**src/music_sequencer_arpeggiator_top_assert.svh**
```systemverilog
// Assertion macros used by the sequencer RTL.
`ifndef MUSIC_SEQUENCER_ARPEGGIATOR_TOP_ASSERT_SVH
`define MUSIC_SEQUENCER_ARPEGGIATOR_TOP_ASSERT_SVH
`ifndef ASSERT_OFF
`define MSA_ASSERT_IMP(lbl, ante, cons, msg) \
  lbl: assert property (@(posedge clk) disable iff (!rst_n) (ante) |-> (cons)) else $error(msg);
`define MSA_ASSERT_NXT(lbl, ante, cons, msg) \
  lbl: assert property (@(posedge clk) disable iff (!rst_n) (ante) |=> (cons)) else $error(msg);
`else
`define MSA_ASSERT_IMP(lbl, ante, cons, msg)
`define MSA_ASSERT_NXT(lbl, ante, cons, msg)
`endif
`endif

```
**src/msa_pkg.sv**
```systemverilog
// Shared types and constants of the sequencer.
package msa_pkg;
  typedef enum logic [1:0] {K_WRITE, K_TICK, K_DROP} kind_t;

  typedef struct packed {
    kind_t       kind;
    logic [1:0]  track;
    logic [9:0]  address;
    logic [31:0] word;
  } req_t;

  typedef struct packed {
    logic [1:0]  channel;
    logic [31:0] period;
    logic [31:0] duty;
    logic        last;
  } result_t;

  localparam logic [7:0] OP_SLEEP      = 8'd0;
  localparam logic [7:0] OP_PITCH_LO   = 8'd1;
  localparam logic [7:0] OP_PITCH_HI   = 8'd4;
  localparam logic [7:0] OP_TONE       = 8'd5;
  localparam logic [7:0] OP_INSTR      = 8'd6;
  localparam logic [7:0] OP_TEMPO      = 8'd7;
  localparam logic [7:0] OP_REPEAT     = 8'd8;
  localparam logic [7:0] OP_TONE_SLEEP = 8'd9;
  localparam logic [7:0] OP_TPITCH_LO  = 8'd11;
  localparam logic [7:0] OP_TPITCH_HI  = 8'd14;
  localparam logic [7:0] TPITCH_BIAS   = 8'd10;

  localparam logic [2:0] REG_ACTIVE = 3'd0;
  localparam logic [2:0] REG_TEMPO  = 3'd1;
  localparam logic [2:0] REG_GAIN   = 3'd2;
  localparam logic [2:0] REG_THRESH = 3'd3;
  localparam logic [2:0] REG_LEN0   = 3'd4;
  localparam logic [2:0] REG_LEN1   = 3'd5;
  localparam logic [2:0] REG_LEN2   = 3'd6;
  localparam logic [2:0] REG_LEN3   = 3'd7;

  localparam int          NUM_LEN_REGS = 4;
  localparam int          MAX_PITCHES  = 4;
  localparam logic [31:0] PITCH_RESET  = 32'd255;
endpackage

```
**src/msa_front.sv**
```systemverilog
// Input queue: accept and classify items for the engine.
module msa_front #(
  parameter int TRACKS    = 4,
  parameter int SEQ_DEPTH = 1024
) (
  input  logic            clk,
  input  logic            rst_n,
  input  logic            in_push,
  output logic            in_full,
  input  logic            in_func,
  input  logic [1:0]      in_track,
  input  logic [9:0]      in_address,
  input  logic [31:0]     in_word,
  input  logic            hold,
  output logic            req_valid,
  output msa_pkg::req_t   req,
  input  logic            req_pop
);
  import msa_pkg::*;

  req_t       q_r [2];
  logic       wp_r, rp_r;
  logic [1:0] cnt_r;
  req_t       item_w;
  logic       push_w;

  always_comb begin
    item_w.track   = in_track;
    item_w.address = in_address;
    item_w.word    = in_word;
    if (in_func) begin
      item_w.kind = K_TICK;
    end else if (32'(in_track) < TRACKS && 32'(in_address) < SEQ_DEPTH) begin
      item_w.kind = K_WRITE;
    end else begin
      item_w.kind = K_DROP;
    end
  end

  assign in_full   = (cnt_r == 2'd2) || hold;
  assign push_w    = in_push && !in_full;
  assign req_valid = (cnt_r != 2'd0);
  assign req       = q_r[rp_r];

  always_ff @(posedge clk) begin
    if (!rst_n) begin
      wp_r  <= 1'b0;
      rp_r  <= 1'b0;
      cnt_r <= 2'd0;
    end else begin
      if (push_w) begin
        q_r[wp_r] <= item_w;
        wp_r      <= ~wp_r;
      end
      if (req_pop) begin
        rp_r <= ~rp_r;
      end
      cnt_r <= cnt_r + 2'(push_w) - 2'(req_pop);
    end
  end
endmodule

```
**config.mk**
```make
export PLATFORM = sky130hd
export DESIGN_NAME = msa_front
export DESIGN_NICKNAME = d
export VERILOG_FILES = /design/src/music_sequencer_arpeggiator_top_assert.svh /design/src/msa_pkg.sv /design/src/msa_front.sv
export SDC_FILE = /design/constraint.sdc
export NUM_CORES = 1
export LEC_CHECK = 0
export BUFFER_PORTS_ARGS = -buffer_cell sky130_fd_sc_hd__buf_4
export CORE_ASPECT_RATIO = 0.9
export CORE_MARGIN = 4
export CORE_UTILIZATION = 35
export DETAILED_ROUTE_END_ITERATION = 8
export GPL_TIMING_DRIVEN = 0
export PLACE_DENSITY_LB_ADDON = 0.2
export REMOVE_ABC_BUFFERS = 1
export SLEW_MARGIN = 10
export SYNTH_ARGS = -nofsm -noshare
export SYNTH_HDL_FRONTEND = slang
export SYNTH_SLANG_ARGS = --single-unit
```
**constraint.sdc**
```tcl
create_clock -name clk -period 8.4 [get_ports clk]
set_input_delay 0 -clock clk [delete_from_list [all_inputs] [get_ports clk]]
set_output_delay 0 -clock clk [all_outputs]
set_load 0.01 [all_outputs]
```
Word-level counts from Yosys, hierarchy flattened --
Memory sizes are Yosys's and may differ from the RTL's. A register that Yosys moved wholly into a read port is not among the register bits. Cells that the tools add are included.
Storage, ports and cells: register bits after elaboration 4, bits in writable memories 90, input port bits 50, output and inout port bits 48, word-level logic and storage cells 19, memories 1
Memories:
- q_r | words 2, width 45, read ports 1, clocked after Yosys merged registers in 1, write ports 1, RTL line msa_front.sv:21 | req_t q_r [2];
Operators by class: add/sub/neg operators 2, equality and inequality tests 1, multiplexer cells 6, bitwise logic cells 2, reduce and logical (&&, ||, !) cells 4
Operators by type and width (count):
- $mux 1 | 6
- $add 2x1->2 | 1
- $eq 2x2->1 const B | 1
- $not 1->1 | 2
- $reduce_bool 2->1 | 1
- $sub 2x1->2 | 1
- $logic_and 1x1->1 | 1
- $logic_not 1->1 | 1
- $logic_or 1x1->1 | 1

Longest topological paths before layout --
depth after elaboration 7, mapped depth 8, depth with buffers taken out 8

Worst setup path after synthesis --
Ideal clock, no wire load.
path type flip-flop to flip-flop, start point register cnt_r[0], end point memory q_r[0][0] in the netlist's numbering, enable pin, setup time 0.447 ns, data arrival time 2.461 ns, required time 7.953 ns, setup slack 5.492 ns, stages on the path, launching flop included 4, buffers on the path 0, cell sequence dfxtp_1 nand2b_1 nand2_1 nor2_1
On the way: longest elaborated chain between the ends 7
RTL lines:
- start, declared | RTL line msa_front.sv:23 | logic [1:0] cnt_r;
- start signal, assigned | RTL line msa_front.sv:58 | cnt_r <= cnt_r + 2'(push_w) - 2'(req_pop);
- $eq 2x2->1 | RTL line msa_front.sv:40 | assign in_full = (cnt_r == 2'd2) || hold;
- $logic_or 1x1->1 | RTL line msa_front.sv:40
- $logic_not 1->1 | RTL line msa_front.sv:41 | assign push_w = in_push && !in_full;
- $logic_and 1x1->1 | RTL line msa_front.sv:41
- $mux 1 | RTL line msa_front.sv:51 | if (push_w) begin
- $mux 1 | RTL line msa_front.sv:46 | if (!rst_n) begin
- $mux 1 (not written as such) | RTL line msa_front.sv:52 | q_r[wp_r] <= item_w;
- end, declared | RTL line msa_front.sv:21
Every way passes these cells.

Worst setup path in the final report --
Same ends and word-level chain as after synthesis.

==> metrics.txt <==
Cells after Synth 167; vias in the first global route 2153; worst hold margin 0.0208 ns; port buffer count 96; Placed Area 4570 um^2; Cells after DPL 389; share of cells above drive strength 1 50.5%; number of max-cap violations 0; critical path, cell by cell nand2b_1 -> nand2_1 -> nor2_4 -> buf_12; flops & latches, synth 95; post_cts resized 0; fmax 547 MHz; sw frac 20.9%; worst endpoint data arrival time 1.85 ns; PnR worst setup slack 6.57 ns; Area Overhead vs Synth 43.5%; post-route core utilization 51.6%; Final Max Slew Viols 0; Longest Clk Path Bufs 2; final std cells w/o fill 450; routability congestion estimate 0.651; initial antenna violation count 0; Synth Area per Inst 22.2 um^2; first-pass GRT wire length 10300 um; Pwr Total 1.08 mW; worst hold path class in -> reg; design area 5320 um^2; outcome completed; vias 1934; P_leak 2.07 nW; Routed WL 6460 um; Setup crit start kind register; Detailed Route Iter0 Violations 41; Total Routing Usage GR 11.0%; synth unique cells 20; reg2reg end q_r[0][0]; fin nets 369; sequential element share of the synthesized area 75.7%; Hold Vio Cnt, Final 0; r2r startpoint cnt_r[0]; clock network power share 35.8%; crit path max-delay cell type nor2_4; fin crit period 1.83 ns; total grt overflow 0; DIE AREA 12300 um^2; count of final setup violators 0; Worst R2R Setup Slack 6.57 ns; YS warnings 0; crit path kind reg -> reg; VDD IR-drop max 105 uV; Reg power frac 50.6%; pwr/cell area 204 nW/um^2; DP Worst Slack 6.53 ns; Slew @ Worst Pin 0.716 ns; # DRC 0; FP Rows 35; RSZ-0062 raised after global routing no; DP HPWL 4200 um; final worst-path cycle share 21.8%; core area 10300 um^2; Hold Path Stages 3; WL/cell 14.4 um; largest net degree at the start of global routing 27; Filler Cell Count 832; Psw 0.226 mW; Worst Setup End Kind register; htree depth 3; P_int 0.858 mW; Die Height 106 um; CTS tree done; CTS Sinks 95; Rel. slew slack 52.3%; ant diodes 0; Crit path required time 8.43 ns; min-delay src req_pop; Clock Skews 0.00646 ns; Clock Latency Late Sink 0.33 ns; Die X 116 um; Root Driver clkbuf_16; Num CTS Buffers 9; I/O Pins 98; max incr delay on CP 0.60 ns; Logic pwr share 13.6%; worst-path maximum fanout 24; synthesized cell area 3700 um^2; clock transition at the registers of the reported paths 0.06 ns; initial core utilization 36.0%; vias per cell 4.30; post-route ant nets 0; Reg2Reg Depth 4; DRT Pass-1 Iters 4; setup TNS 0 ns
## state kept, by name, indices dropped and copies added (netlist names), named ones only
signal	cells
cnt_r	2
wp_r	1
q_r	90
rp_r	1
## Yosys cell counts
library cell | number | share of area, %
edfxtp_1 | 90 | 73
mux2i_1 | 1 | 0.27
and4_1 | 1 | 0.24
inv_1 | 1 | 0.10
nor2_1 | 1 | 0.10
buf_4 | 1 | 0.20
nand2_1 | 2 | 0.20
mux2_4 | 40 | 16
nor2b_1 | 1 | 0.17
and2_1 | 4 | 0.68
xor2_1 | 1 | 0.24
xnor2_1 | 2 | 0.47
dfxtp_1 | 5 | 2.7
or2_2 | 1 | 0.17
mux2_2 | 5 | 1.5
conb_1 | 1 | 0.10
ha_1 | 2 | 0.68
buf_12 | 4 | 2.2
buf_6 | 1 | 0.30
nand2b_1 | 3 | 0.51
## power by group through the flow
stage	clock, mW	combinational, mW	sequential (mW)
6_report	0.389	0.147	0.549
5_1_grt	0.422	0.160	0.551
4_1_cts	0.401	0.151	0.549
3_5_place_dp	0	0.133	0.559
3_3_place_gp	0	0.126	0.566
2_1_floorplan	0	0.0668	0.561
## final cells by class
type,instances,area (um^2),area share [%]
clock inverters,6,62.6,1.18
inverters,1,3.75,0.0706
flip-flops and latches,95,2810,52.8
clock buffers,9,225,4.24
multi-input cells,65,807,15.2
well taps,129,161,3.04
repair buffers,145,1250,23.5
## worst max-delay path, delay by kind of cell (launching register included)
family / cells / cell delay (ns)
buffers and inverters: 1 / 0.27
and+or+nand+nor: 3 / 0.90
DFF: 1 / 0.34
## per-layer routing
layer  track usage (%)  wire length, um  vias to the layer above
met2              18.8             3220                       64
li1                  -                -                      939
met4              4.23               68                        0
met5                 0                0                        -
met1              12.6             2740                      923
met3              3.56              432                        8
## cells by family after synthesis
family        count (synthesis)  synth area share (%)
other cells                   1                 0.101
fa+ha+maj                     2                 0.676
xor+xnor                      3                 0.710
flops                        95                  75.7
mux                          46                  18.0
simple gates                 13                  2.06
buf+inv                       7                  2.77
## how the worst max path moves through the flow
stage                   from          to  depth (start not counted)
global placement    cnt_r[0]  q_r[0][29]                          3
finish              cnt_r[0]   q_r[0][0]                          4
global route        cnt_r[0]   q_r[0][0]                          4
CTS                 cnt_r[0]   q_r[0][0]                          4
floorplan           cnt_r[0]   q_r[0][0]                          3
detailed placement  cnt_r[0]   q_r[0][0]                          4
## timing repair
item	4_1_cts	5_1_grt
hold buffers	46	0
setup buffers	0	0
endpoints found under the hold margin	95	0
## layout by cell type, fill, tap and decap left out
master,instances
and2_1,4
and4_2,1
buf_12,2
buf_16,1
buf_4,96
bufinv_16,1
clkbuf_16,9
clkinv_1,1
clkinv_2,1
clkinv_4,1
clkinvlp_4,2
conb_1,1
dfxtp_1,4
dfxtp_4,1
dlygate4sd3_1,46
edfxtp_1,90
ha_1,2
inv_1,1
mux2_2,5
mux2_4,40
mux2i_1,1
nand2_1,2
nand2b_1,3
nor2_4,1
nor2b_1,1
or2_2,1
xnor2_1,2
xor2_1,1
Power figures use the tool's default switching activity.
