`src/music_sequencer_arpeggiator_top_assert.svh`:
```
// Assertion macros used by the sequencer RTL.
`ifndef MUSIC_SEQUENCER_ARPEGGIATOR_TOP_ASSERT_SVH
`define MUSIC_SEQUENCER_ARPEGGIATOR_TOP_ASSERT_SVH
`ifndef ASSERT_OFF
`define MSA_ASSERT_IMP(lbl, ante, cons, msg) \
  lbl: assert property (@(posedge clk) disable iff (!rst_n) (ante) |-> (cons)) else $error(msg);
`define MSA_ASSERT_NXT(lbl, ante, cons, msg) \
  lbl: assert property (@(posedge clk) disable iff (!rst_n) (ante) |=> (cons)) else $error(msg);
`else
`define MSA_ASSERT_IMP(lbl, ante, cons, msg)
`define MSA_ASSERT_NXT(lbl, ante, cons, msg)
`endif
`endif

```
`src/msa_pkg.sv`:
```
// Shared types and constants of the sequencer.
package msa_pkg;
  typedef enum logic [1:0] {K_WRITE, K_TICK, K_DROP} kind_t;

  typedef struct packed {
    kind_t       kind;
    logic [1:0]  track;
    logic [9:0]  address;
    logic [31:0] word;
  } req_t;

  typedef struct packed {
    logic [1:0]  channel;
    logic [31:0] period;
    logic [31:0] duty;
    logic        last;
  } result_t;

  localparam logic [7:0] OP_SLEEP      = 8'd0;
  localparam logic [7:0] OP_PITCH_LO   = 8'd1;
  localparam logic [7:0] OP_PITCH_HI   = 8'd4;
  localparam logic [7:0] OP_TONE       = 8'd5;
  localparam logic [7:0] OP_INSTR      = 8'd6;
  localparam logic [7:0] OP_TEMPO      = 8'd7;
  localparam logic [7:0] OP_REPEAT     = 8'd8;
  localparam logic [7:0] OP_TONE_SLEEP = 8'd9;
  localparam logic [7:0] OP_TPITCH_LO  = 8'd11;
  localparam logic [7:0] OP_TPITCH_HI  = 8'd14;
  localparam logic [7:0] TPITCH_BIAS   = 8'd10;

  localparam logic [2:0] REG_ACTIVE = 3'd0;
  localparam logic [2:0] REG_TEMPO  = 3'd1;
  localparam logic [2:0] REG_GAIN   = 3'd2;
  localparam logic [2:0] REG_THRESH = 3'd3;
  localparam logic [2:0] REG_LEN0   = 3'd4;
  localparam logic [2:0] REG_LEN1   = 3'd5;
  localparam logic [2:0] REG_LEN2   = 3'd6;
  localparam logic [2:0] REG_LEN3   = 3'd7;

  localparam int          NUM_LEN_REGS = 4;
  localparam int          MAX_PITCHES  = 4;
  localparam logic [31:0] PITCH_RESET  = 32'd255;
endpackage

```
`src/msa_outq.sv`:
```
// Result queue between the engine and the output ports.
module msa_outq (
  input  logic              clk,
  input  logic              rst_n,
  input  logic              push,
  input  msa_pkg::result_t  din,
  output logic              full,
  input  logic              pop,
  output msa_pkg::result_t  dout,
  output logic              empty
);
  import msa_pkg::*;

  result_t    q_r [4];
  logic [1:0] wp_r, rp_r;
  logic [2:0] cnt_r;
  logic       wr_w, rd_w;

  assign full  = (cnt_r == 3'd4);
  assign empty = (cnt_r == 3'd0);
  assign dout  = q_r[rp_r];
  assign wr_w  = push && !full;
  assign rd_w  = pop && !empty;

  always_ff @(posedge clk) begin
    if (!rst_n) begin
      wp_r  <= 2'd0;
      rp_r  <= 2'd0;
      cnt_r <= 3'd0;
    end else begin
      if (wr_w) begin
        q_r[wp_r] <= din;
        wp_r      <= wp_r + 2'd1;
      end
      if (rd_w) begin
        rp_r <= rp_r + 2'd1;
      end
      cnt_r <= cnt_r + 3'(wr_w) - 3'(rd_w);
    end
  end
endmodule

```
`config.mk`:
```
export PLATFORM = sky130hd
export DESIGN_NAME = msa_outq
export DESIGN_NICKNAME = d
export VERILOG_FILES = /design/src/music_sequencer_arpeggiator_top_assert.svh /design/src/msa_pkg.sv /design/src/msa_outq.sv
export SDC_FILE = /design/constraint.sdc
export NUM_CORES = 1
export LEC_CHECK = 0
export BUFFER_PORTS_ARGS = -buffer_cell sky130_fd_sc_hd__buf_2
export CAP_MARGIN = 40
export CORE_MARGIN = 4
export CORE_UTILIZATION = 38
export DETAILED_ROUTE_END_ITERATION = 10
export GPL_ROUTABILITY_DRIVEN = 0
export PLACE_DENSITY = 0.6
export SYNTH_ARGS = -nofsm -noshare
export SYNTH_HDL_FRONTEND = slang
export SYNTH_SLANG_ARGS = --single-unit
```
`constraint.sdc`:
```
create_clock -name clk -period 4.68 [get_ports clk]
set_input_delay 0.936 -clock clk [delete_from_list [all_inputs] [get_ports clk]]
set_output_delay 0.936 -clock clk [all_outputs]
set_load 0.02 [all_outputs]
```
# Yosys cells after proc, flatten, opt, wreduce, memory -nomap -nowiden
# Memory sizes are Yosys's and may differ from the RTL's. A register that Yosys moved wholly into a read port is not among the register bits.
# Cells that the tools add are included.
# Widths: inputs -> output; s select.
op_classes:
  addsub: 4
  eq_ne: 1
  mux: 5
  reduce_logical: 5
op_table:
  columns: ["cell", "count"]
  rows:
  - ["$add 2x1->2 const B", 2]
  - ["$mux 2", 2]
  - ["$add 3x1->3", 1]
  - ["$eq 3x3->1 const B", 1]
  - ["$logic_not 3->1", 1]
  - ["$mux 1", 3]
  - ["$sub 3x1->3", 1]
  - ["$logic_and 1x1->1", 2]
  - ["$logic_not 1->1", 2]
totals:
  reg_bits: 7
  ram_bits: 268
  output_inout_bits: 69
  wordCells: 19
  memories: 1
mem_list:
  columns: ["memory", "words", "width", "read_ports", "rd_ports_with_merged_regs", "wr", "line", "rtl"]
  rows:
  - ["q_r", 4, 67, 1, 1, 1, "msa_outq.sv:14", "result_t q_r [4];"]

# Depth between registers and ports, before layout
# Gate-level depths: netlist (run 1).
logic_depth:
  word_depth: 6
  depth_mapped: 11
  depth_no_buf: 10

# Worst setup path after synthesis (run 1)
# Ideal clock, no wire load.
synth_path:
  path_type: "input-to-reg"
  startpoint: "input port push"
  endpoint: "memory q_r[0][0] in the netlist's numbering, enable pin"
  setup_ns: 0.433
  arrival_time_ns: 2.927
  required_time_ns: 4.247
  path_slack_ns: 1.321
  cell_stages: 3
  path_cell_list: "nor2b_1 -> clkbuf_1 -> and3_1"
synth_via:
  elab_chain_len: 4
synth_rtl:
  columns: ["element", "line", "rtl"]
  rows:
  - ["start, declared", "msa_outq.sv:5", "input logic push,"]
  - ["$logic_and 1x1->1", "msa_outq.sv:22", "assign wr_w = push && !full;"]
  - ["$mux 1", "msa_outq.sv:31", "if (wr_w) begin"]
  - ["$mux 1", "msa_outq.sv:26", "if (!rst_n) begin"]
  - ["$mux 1 (implied by the code)", "msa_outq.sv:32", "q_r[wp_r] <= din;"]
  - ["end, declared", "msa_outq.sv:14", null]
# Every way passes these cells.

==> results of run 1 <==
## cell usage in the layout (no fill, tap or decap), drive strengths merged
cell type,netlist,final
and3,4,4
o21ai,3,3
nor3b,1,1
nor3,1,1
nand2,6,6
ha,6,6
and2,3,3
nor2b,2,2
a21boi,1,1
inv,6,6
fa,1,1
diode,0,1
clkinv,0,11
mux2i,2,2
or4bb,1,1
buf,15,146
xnor2,2,2
clkbuf,2,38
dfxtp,9,9
or3,1,1
mux4,67,67
edfxtp,268,268
## cells by family (layout without fill, tap and decap cells)
logic type / Yosys count / in the layout / share of synthesized area
other: 0 / 1 / 0
buffers and inverters: 23 / 201 / 0.0172
adder cells (fa/ha/maj): 7 / 7 / 0.00934
AND/OR/NAND/NOR: 19 / 19 / 0.0107
flip-flops: 277 / 277 / 0.809
multiplexers: 69 / 69 / 0.150
XOR/XNOR: 2 / 2 / 0.00172
AO/OA/AOI/OAI: 4 / 4 / 0.00221
## worst min-delay path by stage
stage                               from                    to  slack [ps]  cells after the start
global route        rp_r[0]$_SDFFE_PN0P_  rp_r[0]$_SDFFE_PN0P_         530                      2
CTS                 rp_r[0]$_SDFFE_PN0P_  rp_r[0]$_SDFFE_PN0P_         510                      2
detailed placement  rp_r[0]$_SDFFE_PN0P_  rp_r[0]$_SDFFE_PN0P_         500                      2
global placement    rp_r[0]$_SDFFE_PN0P_              register         460                      2
finish              rp_r[0]$_SDFFE_PN0P_  rp_r[0]$_SDFFE_PN0P_         510                      2
floorplan           rp_r[0]$_SDFFE_PN0P_              register         460                      2
## per-stage QoR
step / setup WS [ps] / instance area [µm²]
floorplan: 1320 / 10200
global placement: 1660 / 11200
detailed placement: 1590 / 11300
CTS: 1440 / 12100
global route: 1360 / 12100
finish: 1540 / 12200
## area by class of cell
type	instances	area [µm²]	share of cell area
Clock inverter	11	46.3	0.00381
Clock buffer	38	759	0.0625
Timing Repair Buffer	146	873	0.0719
Sequential cell	277	8240	0.678
Multi-Input combinational cell	101	1790	0.148
Inverter	6	22.5	0.00185
Antenna cell	1	2.50	0.000206
Tap cell	335	419	0.0345
## layer usage
layer,GRT usage,wire length (µm),vias up
met5,0,40,-
met3,0.0395,1430,32
met2,0.219,9640,130
li1,-,-,2026
met4,0.0303,281,6
met1,0.162,7760,2405
## worst reg2reg max path: stages (launching register included)
cell and delay [ps]:
dfxtp_1 330, nor3b_1 150, nor2b_1 490, inv_1 100, ha_1 300, inv_1 40
ha_1 190, fa_1 380, xnor2_1 200, xnor2_1 90, and2_1 150
## power groups by stage
stage | Clock (mW) | Sequential (mW) | Combinational (mW)
2_1_floorplan | 0 | 2.97 | 0.968
3_3_place_gp | 0 | 3.09 | 1.19
3_5_place_dp | 0 | 3.03 | 1.31
4_1_cts | 2.02 | 2.98 | 1.31
5_1_grt | 2.13 | 2.99 | 1.37
6_report | 1.96 | 2.97 | 1.28
## sequential cells by signal, summed over array words and instances, names as in the netlist, named ones only
register and cells:
q_r 268, cnt_r 3, rp_r 2, wp_r 2
==> flow_summary.json, run 1 <==
{
  "hold_path.class": "register to register",
  "fin_setup_tns_ps": 0,
  "grt_first_pass_wirelength_um": 28900,
  "avgSynthCellArea_um2": 25.4,
  "synth_edf_count": 268,
  "antenna_left": 0,
  "cpLargestDelayFamily": "flip-flops",
  "worstPathRequired_ps": 3740,
  "chipWidth_um": 172,
  "wl_per_cell_um": 20.9,
  "dp_hpwl_um": 11800,
  "period_share": 0.670,
  "vias": 4599,
  "synth_area_leaders": "edfxtp_1, mux4_2, dfxtp_1",
  "async_reset_ff_frac": 0,
  "seq_area_frac_synth": 0.809,
  "r2r.worst_path.cells": 10,
  "vdd_drop_max_mv": 0.200,
  "root_buffer": "clkbuf_16",
  "first_pass_iters": 4,
  "maxCapViolations": 0,
  "synthCells": 401,
  "ctsHoldBuffers": 0,
  "grt_overflow": 0,
  "crit_cells": 3,
  "cp_max_fo": 30,
  "setup_viol": 0,
  "min_period_ps": 3140,
  "final_cell_count_no_fill": 915,
  "syn2layout_area_growth_pct": 19.4,
  "fillers": 2206,
  "synth_warnings": 0,
  "r2r-end": "cnt_r[2]$_SDFF_PN0_",
  "total_leakage_power_nw": 4.01,
  "start_util": 0.388,
  "cts_setup_buffers": 0,
  "synth_cell_types": 24,
  "syn-cell-area_mm2": 0.0102,
  "slowest_stage": "dfxtp_4",
  "p_int_mw": 4.58,
  "grtUsageTotal": 0.128,
  "clk_pin_slew_ps": 60,
  "portBuffers": 139,
  "r2r_slack_ps": 2160,
  "synth_fp_nets": 479,
  "path_buf_inv": 2,
  "power_frac_comb": 0.206,
  "critPathKind": "register to output pin",
  "ys.flop_type": "edfxtp_1",
  "p_clk_frac": 0.315,
  "swShare": 0.262,
  "layout.nets": 638,
  "drc_errors": 0,
  "die_y_um": 172,
  "timing.hold.ws_ps": 507,
  "status": "completed",
  "cts_tree": "done",
  "cp.arrival_ps": 2200,
  "synth_most_common_cell": "edfxtp_1",
  "yosys.area.top_type": "edfxtp_1",
  "cp_slowest_stage_delay_ps": 590,
  "ctsResizeCount": 0,
  "drt_iter0_drc": 370,
  "grt_max_degree": 46,
  "start_kind": "register",
  "antenna_found_initial": 3,
  "cts_buffers": 28,
  "cts.sinks": 277,
  "p_seq_frac": 0.479,
  "synth_seq_cells": 277,
  "clk-insertion-delay-late_ps": 520,
  "crit_chain": "buf_12 > mux4_2 > buf_2",
  "htree_levels": 1,
  "worstReg2RegStart": "cnt_r[2]$_SDFF_PN0_",
  "fin_util": 0.464,
  "fp.coreArea_mm2": 0.0262,
  "finalMaxSlewViolations": 0,
  "slew_headroom": 0.595,
  "p_sw_mw": 1.63,
  "worstSetupEndpoint": "dout[30]",
  "hold_viol": 0,
  "cts_buffer_depth": 3,
  "drt_wl_total_um": 19100,
  "setup.worst_path.end_class": "output pin",
  "boundaryPins": 140,
  "power.density_mw_per_mm2": 510,
  "power_mw": 6.20,
  "worst_pin_slew_ps": 607,
  "yosys-top-cells-count": "edfxtp_1, mux4_2, dfxtp_1",
  "dp_cells": 865,
  "vias_per_cell": 5.03,
  "fmax_mhz": 319,
  "first_global_vias": 5115,
  "fin_worst_skew_ps": 9.67,
  "die-area_mm2": 0.0295,
  "rsz0062_at_grt": "no",
  "rows": 59,
  "yosys.area.top_type_share": 0.791,
  "drive_gt1_frac": 0.435
}
Note: power is estimated with default switching activity, not from simulation.
==> run 2: changes to the inputs <==
Clock period 4.68 ns to 3 ns, I/O delays scaled along.
==> run 2 against run 1 <==
Effect of this change:
- critical path depth stayed put
- routed wire length is 1.0% higher
- hold slack worse by 230 ps
- flip-flop and latch count stayed put
- cell area is 2.6% higher
- clock power is 94% higher
- first-iteration DRC count is 8.6% lower
- utilization is 1.2 points higher
- clock skew is 2.6 ps lower
- combinational power is 58% higher
- critical path type unchanged
- critical endpoint is now dout[33]
- largest power group unchanged
- highest routed layer unchanged
==> flow_summary.json, run 2 (synthesis results as in run 1) <==
{
  "finalMaxSlewViolations": 0,
  "grt_overflow": 0,
  "die_y_um": 172,
  "power_mw": 10.5,
  "cts_buffers": 30,
  "slowest_stage": "dfxtp_4",
  "start_kind": "register",
  "met1Wirelength_um": 7830,
  "wl_per_cell_um": 20.9,
  "dp_cells": 873,
  "vias": 4685,
  "hold_viol": 0,
  "worstPathRequired_ps": 2400,
  "dp_hpwl_um": 11900,
  "grt_max_degree": 35,
  "timing.hold.ws_ps": 279,
  "rows": 59,
  "boundaryPins": 140,
  "dp_slack_ps": 574,
  "mostFrequentLayoutCells": "edfxtp_1, buf_2, mux4_2, clkbuf_16, buf_12",
  "largest_register_ffs": 268,
  "status": "completed",
  "layout.nets": 648,
  "maxCapViolations": 0,
  "top_regs": "q_r x268, cnt_r x3",
  "chipWidth_um": 172,
  "setup_slack_ps": 259,
  "antenna_left": 0,
  "root_buffer": "clkbuf_16",
  "ctsHoldBuffers": 0,
  "n_antenna_cell": 0,
  "drt_iter0_drc": 338,
  "drive_gt1_frac": 0.459,
  "critPathKind": "register to output pin",
  "vdd_drop_max_mv": 0.590,
  "syn2layout_area_growth_pct": 22.5,
  "fin_setup_tns_ps": 0,
  "fp.coreArea_mm2": 0.0262,
  "cp_slowest_stage_delay_ps": 750,
  "fmax_mhz": 365,
  "dr_wl_met2_um": 10000,
  "grtUsageTotal": 0.131,
  "setup_viol": 0,
  "setup.worst_path.end_class": "output pin",
  "drt_wl_total_um": 19300,
  "cts_setup_buffers": 0,
  "cts_tree": "done",
  "cp_max_fo": 34,
  "fin_worst_skew_ps": 7.10,
  "period_share": 0.914,
  "hold_path.class": "primary input to register",
  "slew_headroom": 0.590,
  "antenna_found_initial": 2,
  "min_period_ps": 2740,
  "top_register": "q_r",
  "total_leakage_power_nw": 4.17,
  "cts_buffer_depth": 3,
  "final_cell_count_no_fill": 928,
  "start_util": 0.388,
  "wl_met3_um": 1080,
  "ctsResizeCount": 0,
  "highest_layer": "met5",
  "worst_pin_slew_ps": 614,
  "power.density_mw_per_mm2": 840,
  "die-area_mm2": 0.0295,
  "clk_pin_slew_ps": 60,
  "first_global_vias": 5133,
  "clk-insertion-delay-late_ps": 530,
  "grt_first_pass_wirelength_um": 29500,
  "rsz0062_at_grt": "no",
  "final_common_cell": "edfxtp_1",
  "cp.arrival_ps": 2140,
  "cts.sinks": 277,
  "htree_levels": 1,
  "vias_per_cell": 5.05,
  "crit_chain": "buf_4 > mux4_2 > buf_2",
  "portBuffers": 139,
  "first_pass_iters": 4,
  "drc_errors": 0
}
[run 2: worst max-delay path: cells and delay by family (launching register included)]
family | cells | cell delay (ps)
flops | 1 | 750
mux | 1 | 340
buf+inv | 2 | 500
[run 2: power breakdown]
group          total [mW]  leakage [nW]  internal (mW)  switching (mW)
clock                3.80         0.506           2.38            1.42
combinational        2.02          1.15          0.917            1.10
sequential           4.65          2.51           4.50           0.146
total                10.5          4.17           7.80            2.67
[run 2: worst paths after layout]
| path | from | to | slack (ps) | cells after the start |
|---|---|---|---|---|
| worst max-delay path | register | dout[33] | 260 | 3 |
| worst min-delay path | din[2] | q_r[1][2]$_DFFE_PP_ | 280 | 1 |
| worst max register to register | cnt_r[0]$_SDFF_PN0_ | cnt_r[2]$_SDFF_PN0_ | 640 | 9 |
| worst min register to register | wp_r[0]$_SDFFE_PN0P_ | wp_r[0]$_SDFFE_PN0P_ | 520 | 2 |
[run 2: cell type report]
class / count / area, µm²
Clock buffer: 33 / 783
Clock inverter: 22 / 259
Fill cell: 2139 / 13700
Inverter: 6 / 22.5
Multi-Input combinational cell: 101 / 1790
Sequential cell: 277 / 8240
Tap cell: 335 / 419
Timing Repair Buffer: 154 / 958
[run 2: per-layer routing]
| layer | vias up | track usage |
|---|---|---|
| met5 | - | 0 |
| met2 | 120 | 0.232 |
| li1 | 2057 | - |
| met1 | 2466 | 0.164 |
| met4 | 4 | 0.0334 |
| met3 | 38 | 0.0310 |
[run 2: per-stage QoR]
step	utilization	instance area, µm²
CTS	0.476	12500
finish	0.476	12500
floorplan	-	10200
global placement	0.436	11400
detailed placement	0.436	11400
global route	0.476	12500
